`config.mk`:
```
export PLATFORM = sky130hd
export DESIGN_NAME = i2c_accel_read_sequencer_flat
export DESIGN_NICKNAME = d
export VERILOG_FILES = /design/src/hdl/i2cars_pkg.sv /design/src/hdl/i2cars_if.sv /design/src/hdl/i2cars_core.sv /design/src/hdl/i2c_accel_read_sequencer.sv /design/src/flat_wrapper.sv
export SDC_FILE = /design/constraint.sdc
export NUM_CORES = 1
export LEC_CHECK = 0
export BUFFER_PORTS_ARGS = -buffer_cell sky130_fd_sc_hd__buf_4
export CAP_MARGIN = 20
export CELL_PAD_IN_SITES_DETAIL_PLACEMENT = 0
export CELL_PAD_IN_SITES_GLOBAL_PLACEMENT = 1
export CORE_ASPECT_RATIO = 0.9
export CORE_MARGIN = 2
export CORE_UTILIZATION = 47
export DETAILED_ROUTE_END_ITERATION = 16
export PLACE_DENSITY_LB_ADDON = 0.1
export SYNTH_ARGS = -nofsm -noshare
export SYNTH_HDL_FRONTEND = slang
export SYNTH_SLANG_ARGS = --single-unit
```
`constraint.sdc`:
```
create_clock -name clock -period 3.9 [get_ports clock]
set_input_delay 0.39 -clock clock [delete_from_list [all_inputs] [get_ports clock]]
set_output_delay 0.39 -clock clock [all_outputs]
set_load 0.01 [all_outputs]
```
`src/hdl/i2cars_pkg.sv`:
```
// Shared types and constants of the accelerometer read sequencer.
package i2cars_pkg;

   localparam int BYTE_INDEX_W = 3;
   localparam int CSR_INDEX_W  = 2;
   localparam int CSR_DATA_W   = 8;

   // Event kinds carried in the func field.
   localparam logic [1:0] FUNC_START  = 2'd0;
   localparam logic [1:0] FUNC_STATUS = 2'd1;
   localparam logic [1:0] FUNC_ERROR  = 2'd2;

   // Configuration register indexes.
   localparam logic [CSR_INDEX_W-1:0] CSR_DEVICE_ADDRESS = 2'd0;
   localparam logic [CSR_INDEX_W-1:0] CSR_POWER_REGISTER = 2'd1;
   localparam logic [CSR_INDEX_W-1:0] CSR_POWER_VALUE    = 2'd2;
   localparam logic [CSR_INDEX_W-1:0] CSR_DATA_REGISTER  = 2'd3;

   localparam logic [6:0] DEVICE_ADDRESS_RESET = 7'h53;
   localparam logic [7:0] POWER_REGISTER_RESET = 8'h2D;
   localparam logic [7:0] POWER_VALUE_RESET    = 8'h08;
   localparam logic [7:0] DATA_REGISTER_RESET  = 8'h32;

   // Sequencer phases.
   localparam int PHASE_W = 4;
   localparam logic [PHASE_W-1:0] PH_IDLE        = 4'd0;
   localparam logic [PHASE_W-1:0] PH_START_SENT  = 4'd1;
   localparam logic [PHASE_W-1:0] PH_ADDR_SENT   = 4'd2;
   localparam logic [PHASE_W-1:0] PH_POWER_WRITE = 4'd3;
   localparam logic [PHASE_W-1:0] PH_INIT_READ   = 4'd4;
   localparam logic [PHASE_W-1:0] PH_READ_SB     = 4'd5;
   localparam logic [PHASE_W-1:0] PH_READ_ADDR   = 4'd6;
   localparam logic [PHASE_W-1:0] PH_READ_BTF    = 4'd7;
   localparam logic [PHASE_W-1:0] PH_REP_SB      = 4'd8;
   localparam logic [PHASE_W-1:0] PH_REP_ADDR    = 4'd9;
   localparam logic [PHASE_W-1:0] PH_RECEIVING   = 4'd10;
   localparam logic [PHASE_W-1:0] PH_COMPLETE    = 4'd11;

   typedef struct packed {
      logic [1:0] func;
      logic       start_sent;
      logic       address_acked;
      logic       transfer_finished;
      logic       receive_ready;
      logic       transmit_empty;
      logic [7:0] rx_byte;
   } req_type;

   typedef struct packed {
      logic              send_byte_valid;
      logic [7:0]        send_byte;
      logic              request_start;
      logic              request_stop;
      logic              ack_enable;
      logic              ack_disable;
      logic              clear_address_flag;
      logic              peripheral_reset;
      logic              sample_done;
      logic signed [15:0] x_axis;
      logic signed [15:0] y_axis;
      logic signed [15:0] z_axis;
   } rsp_type;

   typedef struct packed {
      logic [6:0] device_address;
      logic [7:0] power_register;
      logic [7:0] power_value;
      logic [7:0] data_register;
   } cfg_type;

   typedef struct packed {
      logic [PHASE_W-1:0]      phase;
      logic [BYTE_INDEX_W-1:0] byte_index;
   } status_type;

endpackage

```
`src/hdl/i2cars_if.sv`:
```
// Request and response channel interfaces of the read sequencer.
interface i2cars_req_if import i2cars_pkg::*; ();
   logic    valid;
   logic    ready;
   req_type payload;

   modport source (output valid, output payload, input ready);
   modport sink   (input valid, input payload, output ready);
endinterface

interface i2cars_rsp_if import i2cars_pkg::*; ();
   logic    valid;
   logic    ready;
   rsp_type payload;

   modport source (output valid, output payload, input ready);
   modport sink   (input valid, input payload, output ready);
endinterface

```
`src/hdl/i2cars_core.sv`:
```
// Sequencer state, received byte store and per-event command decision.
module i2cars_core import i2cars_pkg::*; #(
   parameter int READ_BYTES = 6
) (
   input  logic       clock,
   input  logic       reset,
   input  logic       fire,
   input  req_type    item,
   input  cfg_type    cfg,
   output rsp_type    result,
   output status_type status
);

   localparam logic [BYTE_INDEX_W-1:0] LAST_IDX = BYTE_INDEX_W'(READ_BYTES - 1);
   localparam logic [BYTE_INDEX_W-1:0] FULL_IDX = BYTE_INDEX_W'(READ_BYTES);

   logic [PHASE_W-1:0]      phase_ff, phase_in;
   logic [BYTE_INDEX_W-1:0] byte_index_ff, byte_index_in, idx_inc;
   logic signed [15:0]      x_ff, x_in, y_ff, y_in, z_ff, z_in;
   logic [7:0]              store_ff [READ_BYTES];
   logic [7:0]              fresh [6];
   logic [7:0]              wr_addr;
   logic                    rx_write;
   logic                    finish;

   assign wr_addr = {cfg.device_address, 1'b0};
   assign idx_inc = byte_index_ff + BYTE_INDEX_W'(1);

   always_comb begin
      result        = '0;
      phase_in      = phase_ff;
      byte_index_in = byte_index_ff;
      rx_write      = 1'b0;
      finish        = 1'b0;
      unique case (item.func)
         FUNC_START: begin
            result.request_start = 1'b1;
            phase_in             = PH_START_SENT;
            byte_index_in        = '0;
         end
         FUNC_ERROR: begin
            result.request_stop     = 1'b1;
            result.peripheral_reset = 1'b1;
            phase_in                = PH_IDLE;
            byte_index_in           = '0;
         end
         FUNC_STATUS: begin
            unique case (phase_ff)
               PH_START_SENT: if (item.start_sent) begin
                  result.send_byte_valid = 1'b1;
                  result.send_byte       = wr_addr;
                  phase_in               = PH_ADDR_SENT;
               end
               PH_ADDR_SENT: if (item.address_acked) begin
                  result.clear_address_flag = 1'b1;
                  result.send_byte_valid    = 1'b1;
                  result.send_byte          = cfg.power_register;
                  phase_in                  = PH_POWER_WRITE;
               end
               PH_POWER_WRITE: if (item.transmit_empty) begin
                  result.send_byte_valid = 1'b1;
                  result.send_byte       = cfg.power_value;
                  phase_in               = PH_INIT_READ;
               end
               PH_INIT_READ: if (item.transmit_empty) begin
                  result.request_stop  = 1'b1;
                  result.request_start = 1'b1;
                  phase_in             = PH_READ_SB;
               end
               PH_READ_SB: if (item.start_sent) begin
                  result.send_byte_valid = 1'b1;
                  result.send_byte       = wr_addr;
                  phase_in               = PH_READ_ADDR;
               end
               PH_READ_ADDR: if (item.address_acked) begin
                  result.clear_address_flag = 1'b1;
                  result.send_byte_valid    = 1'b1;
                  result.send_byte          = cfg.data_register;
                  phase_in                  = PH_READ_BTF;
               end
               PH_READ_BTF: if (item.transfer_finished) begin
                  result.request_start = 1'b1;
                  phase_in             = PH_REP_SB;
               end
               PH_REP_SB: if (item.start_sent) begin
                  result.send_byte_valid = 1'b1;
                  result.send_byte       = wr_addr | 8'h01;
                  phase_in               = PH_REP_ADDR;
               end
               PH_REP_ADDR: if (item.address_acked) begin
                  result.ack_enable         = 1'b1;
                  result.clear_address_flag = 1'b1;
                  phase_in                  = PH_RECEIVING;
               end
               PH_RECEIVING: if (item.receive_ready) begin
                  rx_write      = 1'b1;
                  byte_index_in = idx_inc;
                  if (idx_inc == LAST_IDX) begin
                     result.ack_disable  = 1'b1;
                     result.request_stop = 1'b1;
                  end else if (idx_inc >= FULL_IDX) begin
                     result.ack_enable  = 1'b1;
                     result.sample_done = 1'b1;
                     finish             = 1'b1;
                     byte_index_in      = '0;
                     phase_in           = PH_COMPLETE;
                  end
               end
               default: ;
            endcase
         end
         default: ;
      endcase
      result.x_axis = x_in;
      result.y_axis = y_in;
      result.z_axis = z_in;
   end

   // Byte positions beyond the read length contribute zero to their axis.
   for (genvar i = 0; i < 6; i++) begin : g_pos
      if (i < READ_BYTES) begin : g_live
         always_ff @(posedge clock) begin
            if (fire && rx_write && byte_index_ff == BYTE_INDEX_W'(i)) begin
               store_ff[i] <= item.rx_byte;
            end
         end
         assign fresh[i] = (rx_write && byte_index_ff == BYTE_INDEX_W'(i)) ?
                           item.rx_byte : store_ff[i];
      end else begin : g_absent
         assign fresh[i] = 8'd0;
      end
   end

   assign x_in = finish ? {fresh[1], fresh[0]} : x_ff;
   assign y_in = finish ? {fresh[3], fresh[2]} : y_ff;
   assign z_in = finish ? {fresh[5], fresh[4]} : z_ff;

   always_ff @(posedge clock) begin
      if (reset) begin
         phase_ff      <= PH_IDLE;
         byte_index_ff <= '0;
         x_ff          <= '0;
         y_ff          <= '0;
         z_ff          <= '0;
      end else if (fire) begin
         phase_ff      <= phase_in;
         byte_index_ff <= byte_index_in;
         x_ff          <= x_in;
         y_ff          <= y_in;
         z_ff          <= z_in;
      end
   end

   assign status.phase      = phase_ff;
   assign status.byte_index = byte_index_ff;

endmodule

```
`src/hdl/i2c_accel_read_sequencer.sv`:
```
// Top level of the I2C accelerometer read sequencer.
// This block drives a power write and a register read of an accelerometer over an I2C
// master, one bus event at a time. Each request is a start command, a bus error or a
// status snapshot of the bus controller; each request yields exactly one response
// holding the bus commands to issue and the three held axis values. A request is
// taken into an input register, decided by one pass of sequencer logic and written
// into the response register once that register is free. A new request can be
// accepted in every cycle while the responses are taken. While a finished response
// waits to be taken, one more request is still accepted into the input register,
// and further requests are held off until the response register drains. The
// configuration registers (device address, power register index and value, data
// register index) may be written only while no request is in flight.
module i2c_accel_read_sequencer import i2cars_pkg::*; #(
   parameter int READ_BYTES = 6
) (
   input  logic                   clock,
   input  logic                   reset,
   i2cars_req_if.sink             req_if,
   i2cars_rsp_if.source           rsp_if,
   input  logic                   csr_write_enable,
   input  logic [CSR_INDEX_W-1:0] csr_index,
   input  logic [CSR_DATA_W-1:0]  csr_write_data
);

   cfg_type    cfg_ff, cfg_in;
   req_type    req_item_ff;
   logic       req_valid_ff, req_valid_in;
   rsp_type    rsp_ff, result;
   logic       rsp_valid_ff, rsp_valid_in;
   logic       out_free;
   logic       fire;
   logic       req_take;
   status_type status;

   // Configuration registers are simple write-only flops.
   always_comb begin
      cfg_in = cfg_ff;
      if (csr_write_enable) begin
         unique case (csr_index)
            CSR_DEVICE_ADDRESS: cfg_in.device_address = csr_write_data[6:0];
            CSR_POWER_REGISTER: cfg_in.power_register = csr_write_data;
            CSR_POWER_VALUE:    cfg_in.power_value    = csr_write_data;
            CSR_DATA_REGISTER:  cfg_in.data_register  = csr_write_data;
         endcase
      end
   end

   always_ff @(posedge clock) begin
      if (reset) begin
         cfg_ff.device_address <= DEVICE_ADDRESS_RESET;
         cfg_ff.power_register <= POWER_REGISTER_RESET;
         cfg_ff.power_value    <= POWER_VALUE_RESET;
         cfg_ff.data_register  <= DATA_REGISTER_RESET;
      end else begin
         cfg_ff <= cfg_in;
      end
   end

   // The response register frees up when it is empty or being drained this cycle;
   // the request in the input register is then decided and moves on.
   assign out_free      = !rsp_valid_ff || rsp_if.ready;
   assign fire          = req_valid_ff && out_free;
   assign req_if.ready  = !req_valid_ff || out_free;
   assign req_take      = req_if.valid && req_if.ready;
   assign req_valid_in  = req_take || (req_valid_ff && !fire);
   assign rsp_valid_in  = fire || (rsp_valid_ff && !rsp_if.ready);

   always_ff @(posedge clock) begin
      if (reset) begin
         req_valid_ff <= 1'b0;
         rsp_valid_ff <= 1'b0;
      end else begin
         req_valid_ff <= req_valid_in;
         rsp_valid_ff <= rsp_valid_in;
      end
   end

   always_ff @(posedge clock) begin
      if (req_take) begin
         req_item_ff <= req_if.payload;
      end
      if (fire) begin
         rsp_ff <= result;
      end
   end

   i2cars_core #(
      .READ_BYTES (READ_BYTES)
   ) u_core (
      .clock  (clock),
      .reset  (reset),
      .fire   (fire),
      .item   (req_item_ff),
      .cfg    (cfg_ff),
      .result (result),
      .status (status)
   );

   assign rsp_if.valid   = rsp_valid_ff;
   assign rsp_if.payload = rsp_ff;

   // A finished sample always leaves the sequencer in the complete phase.
   assert property (@(posedge clock) disable iff (reset)
      fire && result.sample_done |=> status.phase == PH_COMPLETE && status.byte_index == '0)
      else $error("sample finished without reaching the complete phase");

   // A bus error returns the sequencer to idle with the byte count cleared.
   assert property (@(posedge clock) disable iff (reset)
      fire && req_item_ff.func == FUNC_ERROR |=>
         status.phase == PH_IDLE && status.byte_index == '0)
      else $error("bus error did not return the sequencer to idle");

   // The byte count never reaches the read length between requests.
   assert property (@(posedge clock) disable iff (reset)
      status.byte_index < BYTE_INDEX_W'(READ_BYTES))
      else $error("byte count beyond the read length");

   // A decided request always lands in the response register.
   assert property (@(posedge clock) disable iff (reset)
      fire |=> rsp_valid_ff)
      else $error("decided request lost before the response register");

endmodule
```
`src/flat_wrapper.sv`:
```
// flat-port wrapper written by rule: the top's interface ports become plain ports
module i2c_accel_read_sequencer_flat import i2cars_pkg::*;
#(
   parameter int READ_BYTES = 6
)
  (clock, reset, csr_write_enable, csr_index, csr_write_data, req_if_valid, req_if_payload, req_if_ready, rsp_if_valid, rsp_if_payload, rsp_if_ready);
  i2cars_req_if req_if_i ();
  i2cars_rsp_if rsp_if_i ();
  input  logic clock;
  input  logic reset;
  input  logic csr_write_enable;
  input  logic [CSR_INDEX_W-1:0] csr_index;
  input  logic [CSR_DATA_W-1:0] csr_write_data;
  input wire logic [$bits(req_if_i.valid)-1:0] req_if_valid;
  input wire logic [$bits(req_if_i.payload)-1:0] req_if_payload;
  output wire logic [$bits(req_if_i.ready)-1:0] req_if_ready;
  output wire logic [$bits(rsp_if_i.valid)-1:0] rsp_if_valid;
  output wire logic [$bits(rsp_if_i.payload)-1:0] rsp_if_payload;
  input wire logic [$bits(rsp_if_i.ready)-1:0] rsp_if_ready;
  assign req_if_i.valid = req_if_valid;
  assign req_if_i.payload = req_if_payload;
  assign req_if_ready = req_if_i.ready;
  assign rsp_if_valid = rsp_if_i.valid;
  assign rsp_if_payload = rsp_if_i.payload;
  assign rsp_if_i.ready = rsp_if_ready;
  i2c_accel_read_sequencer #(.READ_BYTES(READ_BYTES)) u_core (.clock(clock), .reset(reset), .req_if(req_if_i), .rsp_if(rsp_if_i), .csr_write_enable(csr_write_enable), .csr_index(csr_index), .csr_write_data(csr_write_data));
endmodule
```
# Word-level counts from Yosys, hierarchy flattened
# Memories as Yosys holds them, arrays and structs flattened.
# Index checks and enable logic that the tools add are counted.
totals:
  register_bits: 167
  ramBits: 48
  inputBits: 30
  out_inout_bits: 66
  word_cells: 195
  memories: 1
memory_table:
  columns: ["name", "depth", "word_bits", "rd", "rd_clocked_by_memory_dff", "write_ports", "line", "rtl"]
  rows:
  - ["u_core.u_core.store_ff", 6, 8, 6, 0, 1, "i2cars_core.sv:20", "logic [7:0] store_ff [READ_BYTES];"]
op_classes:
  addsub: 1
  n_lt_le_gt_ge: 1
  n_eq_ne: 36
  muxes: 80
  reduce_logical: 46
op_table:
  columns: ["cell", "n"]
  rows:
  - ["$mux W8", 11]
  - ["$mux W16", 3]
  - ["$mux W4", 12]
  - ["$mux W9", 5]
  - ["$pmux W9 S5", 1]
  - ["$pmux W4 S10", 1]
  - ["$reduce_or A8 Y1", 5]
  - ["$mux W3", 10]
  - ["$ne A3 B2 Y1 const B", 10]
  - ["$mux W1", 29]
  - ["$logic_and A1 B1 Y1", 17]
  - ["$eq A4 B3 Y1 const B", 4]
  - ["$reduce_and A15 Y1", 1]
  - ["$eq A4 B4 Y1 const B", 3]
  - ["$pmux W4 S3", 1]
  - ["$ne A11 B1 Y1 const B", 1]
  - ["$pmux W1 S2", 5]
  - ["$reduce_and A2 Y1", 5]
  - ["$eq A3 B3 Y1 const B", 3]
  - ["$eq A4 B2 Y1 const B", 2]
  - ["$eq A2 B2 Y1 const B", 3]
  - ["$eq A3 B2 Y1 const B", 2]
  - ["$ne A3 B3 Y1 const B", 2]
  - ["$pmux W3 S2", 1]
  - ["17 further kinds", 27]

# Logic depth before layout (Yosys ltp)
# Gate-level depths: netlist of run 1.
logic_depth:
  word_depth: 13
  mapped_depth: 10
  mapped_depth_nobuf: 7

# Hierarchy
# A second synthesis of run 1 with hierarchy kept.
hier_totals:
  cells_unflattened: 734
  area_unflattened_um2: 8832.2
modules_own_cells:
  columns: ["mod", "instances", "cells_each", "area_each_um2", "seq_area_each_um2"]
  rows:
  - ["i2cars_core", 1, 522, 5103.6, 2542.4]
  - ["i2c_accel_read_sequencer", 1, 212, 3728.6, 3032.9]

# Worst setup path after synthesis of run 1
# No wires, ideal clock.
synth_timing:
  kind: "input to register"
  start: "in rsp_if_ready"
  end: "mem u_core.u_core.store_ff[1][0] (enable)"
  setup_time_ps: 371
  arrival_time_ps: 2646
  required_ps: 3529
  path_slack_ps: 883
  cell_stages: 5
  cell_sequence: "nand2b_1 -> nand2_1 -> inv_1 -> nand2_1 -> nor2_1"
synth_between:
  elab_chain_cells: 12
  elab_cells_between_ends: 36
synth_lines:
  columns: ["element", "line", "rtl"]
  rows:
  - ["start, declared", "flat_wrapper.sv:19", "input wire logic [$bits(rsp_if_i.ready)-1:0] rsp_if_ready;"]
  - ["$logic_or A1 B1 Y1 (*)", "i2c_accel_read_sequencer.sv:61", "assign out_free = !rsp_valid_ff || rsp_if.ready;"]
  - ["$logic_and A1 B1 Y1 (*)", "i2c_accel_read_sequencer.sv:62", "assign fire = req_valid_ff && out_free;"]
  - ["via u_core.fire", "i2c_accel_read_sequencer.sv:31", "logic fire;"]
  - ["$logic_and A1 B1 Y1 (*)", "i2cars_core.sv:123", "if (fire && rx_write && byte_index_ff == BYTE_INDEX_W'(i)) begin"]
  - ["$logic_and A1 B1 Y1", "i2cars_core.sv:123", null]
  - ["$mux W1", "i2cars_core.sv:123", null]
  - ["$mux W1 (implied by the code)", "i2cars_core.sv:124", "store_ff[i] <= item.rx_byte;"]
  - ["$reduce_or A8 Y1 (no line)", null, null]
  - ["$mux W3 (no line) or $mux W1 (tied branches) (5 in series)", null, null]
  - ["end, declared", "i2cars_core.sv:20", null]
# The timed path passes the listed nets; every way through them passes the cells marked *.

# Final worst setup path of run 1
layout_timing:
  start: "reg u_core.u_core.phase_ff[3]"
  end: "mem u_core.u_core.store_ff[0][6] (enable)"
layout_between:
  elab_chain_cells: 13
  elab_cells_between_ends: 37
layout_lines:
  columns: ["element", "line", "rtl"]
  rows:
  - ["start, declared", "i2cars_core.sv:17", "logic [PHASE_W-1:0] phase_ff, phase_in;"]
  - ["start signal, assigned", "i2cars_core.sv:146", "phase_ff <= phase_in;"]
  - ["$eq A4 B4 Y1 (*)", "i2cars_core.sv:48", "unique case (phase_ff)"]
  - ["$mux W1 (*)", "i2cars_core.sv:48", null]
  - ["$mux W1 (*)", "i2cars_core.sv:35", "unique case (item.func)"]
  - ["$logic_and A1 B1 Y1 (*)", "i2cars_core.sv:123", null]
  - ["$logic_and A1 B1 Y1", "i2cars_core.sv:123", null]
  - ["$mux W1", "i2cars_core.sv:123", null]
  - ["$mux W1 (implied by the code)", "i2cars_core.sv:124", null]
  - ["$reduce_or A8 Y1 (no line)", null, null]
  - ["$mux W3 (no line) or $mux W1 (tied branches) (5 in series)", null, null]
# Mark *: on every way between the ends. The rest lies on a longest branch, timed or not.

==> metrics.md, run 1 <==
| Metric | Value |
|---|---|
| Run status | completed |
| Count of pins over their slew limit | 0 |
| Overall via count from detail_route | 5840 |
| GRT Total Usage | 19.3% |
| Final total negative setup slack | 0 ns |
| R2R cell count | 4 |
| Final period utilization | 68.5% |
| Sum of net half-perimeters after detailed placement | 11900 µm |
| Critical path buffers and inverters | 0 |
| Post-Route Utilization | 56.3% |
| Cell Pwr Density | 471 nW/µm² |
| Flop-to-flop setup slack | 1.23 ns |
| I/O pin count | 96 |
| Post-synthesis register bit count | 215 |
| Core Rows | 47 |
| Number of setup buffers added after CTS | 0 |
| Post-synth net total | 788 |
| Required arrival time at the worst endpoint | 4.04 ns |
| Number of hold-repair buffers added at the cts stage | 0 |
| Routability congestion estimate from global placement | 0.805 |
| Kind of cell adding the most delay to the critical path | simple AND/OR/NAND/NOR gates |
| Slowest cell delay on critical path | 0.73 ns |
| Slew margin rel. | 24.9% |
| First drt pass iteration count | 5 |
| Core ar. | 18200 µm² |
| Iteration-0 DRC count of the detailed router | 487 |
| Fraction of registers with async set/reset | 0% |
| Crit end category | flip-flop |
| Max-cap check violation count | 0 |
| Pin count of the biggest net entering global routing | 93 |
| Final antenna-violating net count | 0 |
| Synth Cell Area | 8650 µm² |
| Bufs on Longest Clock Path | 3 |
| Height of the die | 133 µm |
| Routed wire length | 18800 µm |
| Number of enable-type register cells in the synthesized netlist | 127 |
| Worst-case vdd ir drop | 0.266 mV |
| Antenna diodes | 0 |
| Clock tree from TritonCTS | yes |
| Worst-skew pair later-pin latency | 0.51 ns |
| Clock sink count | 215 |
| Global route total overflow | 0 |
| Number of antenna violations at the first check in global routing | 0 |
| Final setup violation count | 0 |
| Count of buffers inserted at the top-level ports | 95 |
| Startpoint of the lowest-slack register-to-register path | u_core.u_core.phase_ff[3] |
| RSZ-0062 raised after global routing | false |
| Initial Util | 47.4% |
| Area added between synthesis and finish | 18.7% |
| Data arrival time at the worst-slack endpoint | 2.81 ns |
| Clock skew after layout | 0.0121 ns |
| Wire length of the first global-routing pass | 30200 µm |
| WHS Endpoint | u_core.req_item_ff[0] |
| Worst min-delay path class | primary input to flip-flop |
| Worst min-delay path startpoint | req_if_payload[0] |
| Post-Syn Area per Cell | 11.5 µm² |
| Worst setup path class | flip-flop to flip-flop |
| Via count of the first global-routing pass | 5633 |
| CTS H-tree lvls | 1 |
| Post-detailed-route DRC marker count | 0 |
| Die Outline Area | 19500 µm² |
| Crit path cell chain | and4bb_1 -> and3_1 -> nand3_1 -> nor2_1 |
| Layout cells sized above 1 | 18.0% |
| Post-cts gate resize count | 0 |
| Top fanout value on the critical path | 23 |
| Achievable Freq | 0.374 GHz |
| Per-cell via count in the routed design | 5.36 |
| DR WL/cell | 17.3 µm |
| Prevailing post-synth register cell | sky130_fd_sc_hd__edfxtp_1 |
| NumNets Final | 867 |
| Kind of launch point of the worst setup path | flip-flop |
| Netlist cell types | 50 |
| Leakage dissipation | 3.85 nW |
| Clock transition at path regs | 0.06 ns |
| Number of instances in the synthesized netlist | 749 |
| Final period demand of the worst path | 2.67 ns |
| Actual transition at the worst max-transition pin | 1.12 ns |
| Slowest cell on the critical path | sky130_fd_sc_hd__dfxtp_1 |
| Endpoint of the worst register-to-register path | u_core.u_core.store_ff[0][6] |
| Clock buffer count from CTS | 23 |
| Number of synthesis warnings | 0 |
| Sequential element share of the synthesized area | 64.5% |
| Final Hold Vio Count | 0 |
| Depth of the worst hold-timing path | 1 |
| Library cell used as clock root buffer | sky130_fd_sc_hd__clkbuf_16 |
| Die width | 147 µm |
-- cells by family (layout without fill, tap and decap cells) --
logic type                 after synthesis  after routing  share of synthesized area [%]
and+or+nand+nor                        255            255                           13.9
muxes                                   40             40                           4.65
adders and majority gates                9              9                           1.30
xor gates and xnor gates                 2              2                          0.203
buffers and inverters                   59            155                           3.04
AOI/OAI and AO/OA                      169            169                           12.5
DFF                                    215            215                           64.5
-- metrics by stage --
step	area [µm²]	setup slack, ns	hold slack, ns	total power [mW]	cells
6_report	10300	1.23	0.0569	4.84	1090
5_1_grt	10300	0.954	0.0422	5.00	1090
4_1_cts	10300	1.25	0.0392	4.89	1089
3_5_place_dp	9500	1.28	0.449	2.72	1047
3_3_place_gp	9500	1.40	0.443	2.72	1047
2_1_floorplan	8650	0.883	0.436	2.62	749
-- report_power, final --
group | internal, mW | switching, mW | total (mW) | leakage [nW]
combinational | 0.0787 | 0.104 | 0.183 | 1.56
sequential | 2.45 | 0.0400 | 2.49 | 1.93
clock | 1.29 | 0.876 | 2.17 | 0.366
-- cell usage after synthesis, types with 9 or more instances --
cell	n	area [µm²]
sky130_fd_sc_hd__edfxtp_1	127	3810
sky130_fd_sc_hd__a21oi_1	36	180
sky130_fd_sc_hd__ha_1	9	113
sky130_fd_sc_hd__o22ai_1	9	56.3
sky130_fd_sc_hd__nand2_1	123	462
sky130_fd_sc_hd__mux2i_1	39	390
sky130_fd_sc_hd__o21ai_0	68	340
sky130_fd_sc_hd__dfxtp_1	88	1760
sky130_fd_sc_hd__a211oi_1	17	128
sky130_fd_sc_hd__nand3b_1	27	203
sky130_fd_sc_hd__inv_1	10	37.5
sky130_fd_sc_hd__clkbuf_1	32	120
sky130_fd_sc_hd__nor2_1	55	206
-- final cells by class --
class	count	area, µm²
inverters	12	45.0
fillers	1548	7970
flip-flops and latches	215	5580
clock buffers	27	591
repair buffers	101	771
multi-input cells	475	2810
clock inverters	15	161
well taps	245	307
-- sequential cells by signal, indices dropped and copies added (netlist names) --
signal and count:
u_core.u_core.store_ff 48, u_core.req_item_ff 15, u_core.req_valid_ff 1, u_core.u_core.phase_ff 4, u_core.u_core.y_ff 16, u_core.u_core.x_ff 16, u_core.cfg_ff 31, u_core.u_core.byte_index_ff 3
u_core.rsp_if.valid 1, u_core.u_core.z_ff 16, u_core.rsp_if.payload 64
-- worst max path at each step --
stage	startpoint	endpoint	slack (ns)	depth (start not counted)
after global routing	u_core.u_core.phase_ff[3]	u_core.u_core.store_ff[0][6]	0.95	4
after global placement	u_core.u_core.phase_ff[3]	u_core.u_core.store_ff[0][7]	1.40	4
after CTS	u_core.u_core.phase_ff[3]	u_core.u_core.store_ff[0][6]	1.25	4
final	u_core.u_core.phase_ff[3]	u_core.u_core.store_ff[0][6]	1.23	4
after floorplan	rsp_if_ready	u_core.u_core.store_ff[1][0]	0.88	5
after detailed placement	u_core.u_core.phase_ff[3]	u_core.u_core.store_ff[0][3]	1.28	4
-- routing by layer --
layer / part of all wire (%) / wire length [µm] / GRT usage, % / vias up
met5: 0 / 0 / 0 / -
met3: 5.2 / 986 / 3.59 / 29
met2: 45 / 8530 / 30.4 / 155
li1: - / - / - / 2868
met1: 48 / 8970 / 27.8 / 2788
met4: 1.8 / 330 / 4.70 / 0
-- worst reg2reg max path, stage by stage, from the launching register on --
cell and delay, ns:
sky130_fd_sc_hd__dfxtp_1 0.73, sky130_fd_sc_hd__and4bb_1 0.33, sky130_fd_sc_hd__and3_1 0.36, sky130_fd_sc_hd__nand3_1 0.32, sky130_fd_sc_hd__nor2_1 0.57
-- cells in the final DEF (no fill, tap or decap), types with 2 or more instances in the layout --
master	count
sky130_fd_sc_hd__ha_1	9
sky130_fd_sc_hd__nand2b_1	5
sky130_fd_sc_hd__nand3b_1	27
sky130_fd_sc_hd__xnor2_1	2
sky130_fd_sc_hd__o211ai_1	3
sky130_fd_sc_hd__and2_1	2
sky130_fd_sc_hd__dfxtp_1	88
sky130_fd_sc_hd__nand2_1	122
sky130_fd_sc_hd__clkinvlp_4	2
sky130_fd_sc_hd__and3_1	5
sky130_fd_sc_hd__or3_1	2
sky130_fd_sc_hd__a211oi_2	8
sky130_fd_sc_hd__mux2i_1	39
sky130_fd_sc_hd__clkbuf_1	4
sky130_fd_sc_hd__bufinv_16	3
sky130_fd_sc_hd__o22ai_1	9
sky130_fd_sc_hd__buf_4	99
sky130_fd_sc_hd__nor2_1	55
sky130_fd_sc_hd__nor3_1	7
sky130_fd_sc_hd__a211o_1	6
sky130_fd_sc_hd__inv_1	9
sky130_fd_sc_hd__o21ai_0	68
sky130_fd_sc_hd__nor3b_1	5
sky130_fd_sc_hd__clkbuf_16	23
sky130_fd_sc_hd__edfxtp_1	127
sky130_fd_sc_hd__a211oi_1	17
sky130_fd_sc_hd__nor2b_1	8
sky130_fd_sc_hd__a21oi_1	36
sky130_fd_sc_hd__a222oi_1	7
sky130_fd_sc_hd__clkinv_2	5
sky130_fd_sc_hd__o221ai_1	8
sky130_fd_sc_hd__clkinv_1	5
sky130_fd_sc_hd__nand3_1	7
(Power assumes the default switching activity.)
==> run 2, diff against run 1 <==
--- a/config.mk
+++ b/config.mk
@@ -5,13 +5,14 @@
 export SDC_FILE = /design/constraint.sdc
 export NUM_CORES = 1
 export LEC_CHECK = 0
+export ABC_AREA = 1
 export BUFFER_PORTS_ARGS = -buffer_cell sky130_fd_sc_hd__buf_4
 export CAP_MARGIN = 20
 export CELL_PAD_IN_SITES_DETAIL_PLACEMENT = 0
 export CELL_PAD_IN_SITES_GLOBAL_PLACEMENT = 1
 export CORE_ASPECT_RATIO = 0.9
 export CORE_MARGIN = 2
-export CORE_UTILIZATION = 47
+export CORE_UTILIZATION = 40
 export DETAILED_ROUTE_END_ITERATION = 16
 export PLACE_DENSITY_LB_ADDON = 0.1
 export SYNTH_ARGS = -nofsm -noshare
==> constraint.sdc (replaced) <==
create_clock -name clock -period 2.3 [get_ports clock]
set_input_delay 0.23 -clock clock [delete_from_list [all_inputs] [get_ports clock]]
set_output_delay 0.23 -clock clock [all_outputs]
set_load 0.01 [all_outputs]
==> run 2 against run 1 <==
  * Clock power increased by 86%
  * Sequential power increased by 76%
  * Power increased by 90%
  * Maximum frequency increased by 26%
  * Non-clock buffer count increased by 49
  * Combinational power increased to 4.2 times the previous value
  * Count of clock-buffer cells in the layout increased by 2
  * First-iteration DRC count increased by 10%
  * Sequential share of layout area decreased by 5.9 points
  * Utilization decreased by 5.2 points
  * Critical endpoint is now u_core.u_core.z_ff[1]
  * Highest routed layer unchanged
  * Clock skew decreased by 0.0037 ns
  * Die area increased by 24%
==> metrics.md, run 2 <==
| Metric | Value |
|---|---|
| Post-synthesis register bit count | 215 |
| Number of setup buffers added after CTS | 0 |
| Bufs on Longest Clock Path | 3 |
| Achievable Freq | 0.473 GHz |
| Iteration-0 DRC count of the detailed router | 536 |
| Startpoint of the lowest-slack register-to-register path | u_core.req_item_ff[14] |
| Synth Cell Area | 9180 µm² |
| Area added between synthesis and finish | 25.3% |
| Net Sw Frac | 22.8% |
| Overall power of the completed layout | 9.18 mW |
| Initial Util | 40.8% |
| Endpoint of the worst register-to-register path | u_core.u_core.z_ff[1] |
| Via count of the first global-routing pass | 6486 |
| Wire length of the first global-routing pass | 35100 µm |
| Core ar. | 22500 µm² |
| Largest area contributor in the synthesized netlist | sky130_fd_sc_hd__edfxtp_1 |
| Core Rows | 52 |
| Sequential element share of the synthesized area | 60.8% |
| Clock buffer count from CTS | 24 |
| Number of placed instances with taps included | 1421 |
| Routed wire length | 21800 µm |
| Number of synthesis warnings | 0 |
| Final period demand of the worst path | 2.11 ns |
| First drt pass iteration count | 5 |
| Actual transition at the worst max-transition pin | 0.579 ns |
| Leakage dissipation | 5.18 nW |
| Int Pwr | 7.08 mW |
| Number of cells in the finished layout apart from fillers | 1490 |
| Slew margin rel. | 61.0% |
| Final period utilization | 91.8% |
| Data arrival time at the worst-slack endpoint | 2.57 ns |
| Clock network fraction of design power | 44.0% |
| Clock tree from TritonCTS | yes |
| DP Area | 10400 µm² |
| Run status | completed |
| Netlist cell types | 32 |
| Worst Setup Slack, final | 0.188 ns |
| Die Outline Area | 24200 µm² |
| Post-synth net total | 1075 |
| Prevailing post-synth register cell | sky130_fd_sc_hd__edfxtp_1 |
| Number of filler instances in the final layout | 2154 |
| Top fanout value on the critical path | 8 |
| Crit end category | flip-flop |
| Post-Route Utilization | 51.1% |
| Worst-case vdd ir drop | 0.429 mV |
| Required arrival time at the worst endpoint | 2.76 ns |
| Die width | 164 µm |
| Overall via count from detail_route | 7032 |
| Final antenna-violating net count | 0 |
| Library cell used as clock root buffer | sky130_fd_sc_hd__clkbuf_16 |
| Antenna diodes | 0 |
| Number of instances in the synthesized netlist | 1036 |
| Largest register FFs | 64 |
| Worst min-delay path startpoint | reset |
| Count of buffers inserted at the top-level ports | 95 |
| Pin count of the biggest net entering global routing | 50 |
| Final setup violation count | 0 |
| CTS H-tree lvls | 1 |
| Top cell types by occurrence after synthesis | sky130_fd_sc_hd__nand2_1, sky130_fd_sc_hd__nor2_1, sky130_fd_sc_hd__edfxtp_1, sky130_fd_sc_hd__inv_1, sky130_fd_sc_hd__dfxtp_1 |
| Clock skew after layout | 0.00845 ns |
| R2R cell count | 11 |
| Fraction of registers with async set/reset | 0% |
| GRT Total Usage | 18.4% |
| Per-cell via count in the routed design | 4.72 |
| I/O pin count | 96 |
| Net load switching power | 2.10 mW |
| Sum of net half-perimeters after detailed placement | 14400 µm |
| Count of pins over their slew limit | 0 |
| Worst Hold Slack | 0.122 ns |
| Most repeated cell in the gate-level netlist after synthesis | sky130_fd_sc_hd__nand2_1 |
| Post-Syn Area per Cell | 8.86 µm² |
| RSZ-0062 raised after global routing | false |
| Most used cells in the layout excluding fill and tap cells | sky130_fd_sc_hd__nand2_1, sky130_fd_sc_hd__nor2_1, sky130_fd_sc_hd__edfxtp_1, sky130_fd_sc_hd__buf_4, sky130_fd_sc_hd__inv_1 |
| Kind of launch point of the worst setup path | flip-flop |
| Number of enable-type register cells in the synthesized netlist | 127 |
| Worst setup path class | flip-flop to flip-flop |
| Setup slack at placement | 0.109 ns |
| Clock sink count | 215 |
| Share of the synthesized area in the top cell type | 41.6% |
| Leading cell types by total area after synthesis | sky130_fd_sc_hd__edfxtp_1, sky130_fd_sc_hd__dfxtp_1, sky130_fd_sc_hd__nand2_1, sky130_fd_sc_hd__nor2_1, sky130_fd_sc_hd__nand3_1 |
| Post-detailed-route DRC marker count | 0 |
| Worst-skew pair later-pin latency | 0.51 ns |
| Depth of the worst hold-timing path | 2 |
| Comb power frac | 8.4% |
| Clock transition at path regs | 0.06 ns |
| DR WL/cell | 14.6 µm |
| NumNets Final | 1214 |
| Height of the die | 148 µm |
| Global route total overflow | 0 |
| Flop-to-flop setup slack | 0.19 ns |
| Layout cells sized above 1 | 15.3% |
| Number of antenna violations at the first check in global routing | 0 |
| Final total negative setup slack | 0 ns |
| Post-Layout Inst Area | 11500 µm² |
| Routability congestion estimate from global placement | 0.851 |
| Worst min-delay path class | primary input to flip-flop |
| Leading cell type in the layout, fill and taps excluded | sky130_fd_sc_hd__nand2_1 |
| Final Hold Vio Count | 0 |
| WHS Endpoint | u_core.rsp_if.valid |
| Cell Pwr Density | 798 nW/µm² |
| Sequential Power Share | 47.6% |
| Max-cap check violation count | 0 |
-- run 2: power by group through the flow --
stage               registers, mW  clock network [mW]  logic [mW]
floorplan                    4.45                   0       0.416
global placement             4.45                   0       0.736
detailed placement           4.45                   0       0.741
CTS                          4.37                4.13       0.779
global route                 4.39                4.28       0.883
finish                       4.37                4.03       0.774
-- run 2: timing repair --
| action | in CTS | in global routing |
|---|---|---|
| hold buffers | 25 | 0 |
| hold endpoints to repair | 43 | 0 |
| gates resized for setup | 0 | 2 |
| endpoints found under the setup margin | 0 | 3 |
-- run 2: area by class of cell --
class / instances / area (µm²) / area share, %
Sequential cell: 215 / 5580 / 48.5
Multi-Input combinational cell: 673 / 3010 / 26.1
Timing Repair Buffer: 150 / 1290 / 11.2
Clock buffer: 29 / 661 / 5.75
Inverter: 111 / 419 / 3.65
Tap cell: 297 / 372 / 3.23
Clock inverter: 15 / 178 / 1.55
-- run 2: worst max-delay path, cell delays in order, from the launching register on --
cell and delay [ns]:
sky130_fd_sc_hd__edfxtp_1 0.42, sky130_fd_sc_hd__inv_1 0.10, sky130_fd_sc_hd__ha_1 0.19, sky130_fd_sc_hd__nand2_1 0.15
sky130_fd_sc_hd__inv_1 0.11, sky130_fd_sc_hd__nand2_2 0.08, sky130_fd_sc_hd__buf_4 0.17, sky130_fd_sc_hd__nor3_2 0.37
sky130_fd_sc_hd__o21ai_0 0.24, sky130_fd_sc_hd__nand3_1 0.12, sky130_fd_sc_hd__nand2_1 0.05, sky130_fd_sc_hd__inv_1 0.04
-- run 2: worst max path at each step --
stage                                         from                      endpoint  slack [ns]  cells past startpoint
floorplan                   u_core.req_item_ff[14]  u_core.u_core.store_ff[0][0]       -0.05                      7
finish                      u_core.req_item_ff[14]         u_core.u_core.z_ff[1]        0.19                     11
global placement    u_core.u_core.byte_index_ff[0]     u_core.rsp_if.payload[28]        0.16                      9
global route                u_core.req_item_ff[14]         u_core.u_core.z_ff[5]        0.01                     11
CTS                 u_core.u_core.byte_index_ff[0]     u_core.rsp_if.payload[28]         0.1                      9
detailed placement  u_core.u_core.byte_index_ff[0]     u_core.rsp_if.payload[28]        0.11                      9
-- run 2: cells by family (layout without fill, tap and decap cells) --
family / count (synthesis) / in the layout / share of synthesized area, %
buffers and inverters: 148 / 305 / 6.60
flip-flops: 215 / 215 / 60.8
adder cells (fa/ha/maj): 9 / 9 / 1.23
AO/OA/AOI/OAI: 106 / 106 / 6.41
AND/OR/NAND/NOR: 558 / 558 / 25.0
-- run 2: routing by layer --
layer	track usage [%]	part of all wire, %
met1	28.4	51
met5	0	0
met4	4.25	1.9
met2	27.1	43
met3	2.89	4.6
==> run 3, diff against run 2 <==
--- a/config.mk
+++ b/config.mk
@@ -14,7 +14,8 @@
 export CORE_MARGIN = 2
 export CORE_UTILIZATION = 40
 export DETAILED_ROUTE_END_ITERATION = 16
-export PLACE_DENSITY_LB_ADDON = 0.1
+export PLACE_DENSITY = 0.85
+export SETUP_SLACK_MARGIN = 0.1
 export SYNTH_ARGS = -nofsm -noshare
 export SYNTH_HDL_FRONTEND = slang
 export SYNTH_SLANG_ARGS = --single-unit
==> run 3 against run 2 <==
  * Clock skew fell by 0.00088 ns
  * Power fell by 6.1%
  * Global-route usage fell by 1.0 points
  * Sequential power barely moved
  * Final cell count fell by 0.27%
  * Sequential share of layout area rose by 0.78 points
  * Register-to-register slack improved by 0.05 ns
  * Via count rose by 1.4%
  * Clock power fell by 13%
  * Maximum frequency rose by 2.6%
  * Largest power group unchanged
==> metrics.md, run 3 (same netlist as run 2, synthesis figures left out) <==
| Metric | Value |
|---|---|
| Run status | completed |
| Worst Hold Slack | 0.183 ns |
| Required arrival time at the worst endpoint | 2.54 ns |
| Wire length of the first global-routing pass | 33800 µm |
| Routed wire length | 20900 µm |
| Number of filler instances in the final layout | 2128 |
| Height of the die | 148 µm |
| GRT Total Usage | 17.4% |
| Largest register FFs | 64 |
| Via count of the first global-routing pass | 6606 |
| Timing startpoint of the critical path | u_core.req_item_ff[14] |
| Number of antenna violations at the first check in global routing | 0 |
| Die Outline Area | 24200 µm² |
| Antenna diodes | 0 |
| Clock tree from TritonCTS | yes |
| Final Hold Vio Count | 0 |
| Achievable Freq | 0.486 GHz |
| Data arrival time at the worst-slack endpoint | 2.30 ns |
| Post-detailed-route DRC marker count | 0 |
| Pin count of the biggest net entering global routing | 67 |
| Leakage dissipation | 5.10 nW |
| Routability congestion estimate from global placement | 0.815 |
| Max-cap check violation count | 0 |
| Global route total overflow | 0 |
| Sum of net half-perimeters after detailed placement | 13900 µm |
| Library cell used as clock root buffer | sky130_fd_sc_hd__clkbuf_16 |
| Area added between synthesis and finish | 23.3% |
| Bufs on Longest Clock Path | 3 |
| DP Area | 10300 µm² |
| Final period utilization | 89.5% |
| Leading cell type in the layout, fill and taps excluded | sky130_fd_sc_hd__nand2_1 |
| Cell Pwr Density | 761 nW/µm² |
| Worst min-delay path startpoint | csr_index[0] |
| Slew margin rel. | 55.9% |
| Post-Layout Inst Area | 11300 µm² |
| Initial Util | 40.8% |
| Kind of launch point of the worst setup path | flip-flop |
| Clock skew after layout | 0.00757 ns |
| Core Rows | 52 |
| Worst min-delay path class | primary input to flip-flop |
| Startpoint of the lowest-slack register-to-register path | u_core.req_item_ff[14] |
| Worst-skew pair later-pin latency | 0.51 ns |
| Top fanout value on the critical path | 16 |
| Overall via count from detail_route | 7132 |
| Final antenna-violating net count | 0 |
| Clock transition at path regs | 0.06 ns |
| Core ar. | 22500 µm² |
| Crit end category | flip-flop |
| I/O pin count | 96 |
| Count of buffers inserted at the top-level ports | 95 |
| Per-cell via count in the routed design | 4.80 |
| NumNets Final | 1210 |
| Layout cells sized above 1 | 14.6% |
| Clock sink count | 215 |
| Actual transition at the worst max-transition pin | 0.661 ns |
| DR WL/cell | 14.0 µm |
| Final period demand of the worst path | 2.06 ns |
| Final setup violation count | 0 |
| CTS H-tree lvls | 1 |
| Die width | 164 µm |
| Worst setup path class | flip-flop to flip-flop |
| Iteration-0 DRC count of the detailed router | 568 |
| Clock buffer count from CTS | 24 |
| Count of pins over their slew limit | 0 |
| First drt pass iteration count | 5 |
| RSZ-0062 raised after global routing | true |
| Most used cells in the layout excluding fill and tap cells | sky130_fd_sc_hd__nand2_1, sky130_fd_sc_hd__nor2_1, sky130_fd_sc_hd__edfxtp_1, sky130_fd_sc_hd__buf_4, sky130_fd_sc_hd__inv_1 |
| Worst-case vdd ir drop | 0.488 mV |
[run 3: metal layers]
metal | up-vias | track usage (%) | share of wire [%]
met4 | 0 | 4.47 | 2.1
met5 | - | 0 | 0
met3 | 36 | 2.67 | 5.1
li1 | 3639 | - | -
met2 | 175 | 26.7 | 44
met1 | 3282 | 25.7 | 49
[run 3: cell type report]
class | instances | area [µm²] | share of cell area (%)
clock buffer | 33 | 666 | 5.88
clock inverter | 11 | 60.1 | 0.531
inverter | 111 | 419 | 3.70
multi-input combinational | 673 | 3010 | 26.6
sequential | 215 | 5580 | 49.3
tap | 297 | 372 | 3.28
timing repair buffer | 146 | 1210 | 10.7
[run 3: power breakdown]
group	total (mW)	switching, mW	internal, mW
combinational	0.745	0.440	0.305
sequential	4.37	0.104	4.27
clock	3.50	1.48	2.03
[run 3: worst max-delay path, cell delays in order, from the launching register on]
cell,delay (ns)
sky130_fd_sc_hd__edfxtp_1,0.42
sky130_fd_sc_hd__inv_1,0.10
sky130_fd_sc_hd__ha_1,0.18
sky130_fd_sc_hd__nand2_1,0.15
sky130_fd_sc_hd__inv_1,0.11
sky130_fd_sc_hd__nand2_2,0.15
sky130_fd_sc_hd__nor2_4,0.33
sky130_fd_sc_hd__nand2_1,0.10
sky130_fd_sc_hd__o211ai_1,0.15
sky130_fd_sc_hd__nand2_1,0.11
[run 3: path summary, 6_finish.rpt]
kind | slack, ns | cells past startpoint | to
hold reg to reg | 0.45 | 2 | u_core.cfg_ff[6]
hold / removal | 0.18 | 5 | u_core.cfg_ff[28]
setup / recovery | 0.24 | 9 | u_core.rsp_if.payload[21]
setup reg to reg | 0.24 | 9 | u_core.rsp_if.payload[21]
[run 3: through the flow]
step                      setup slack [ns]  TNS (ns)  total power, mW  std cells  utilization (%)
after floorplan                    -0.0518     -1.24             4.87       1036                -
after global placement               0.191         0             5.14       1416             45.7
after detailed placement             0.118         0             5.16       1416             45.7
after CTS                            0.219         0             8.70       1485             50.1
after global routing                0.0230         0             9.00       1486             50.3
final                                0.241         0             8.62       1486             50.3
[run 3: repair_timing]
item | in CTS | in global routing
hold buffers | 25 | 0
hold endpoints to repair | 44 | 0
resized for setup | 1 | 2
setup endpoints to repair | 1 | 38
setup buffers | 0 | 0
cloned | 0 | 1
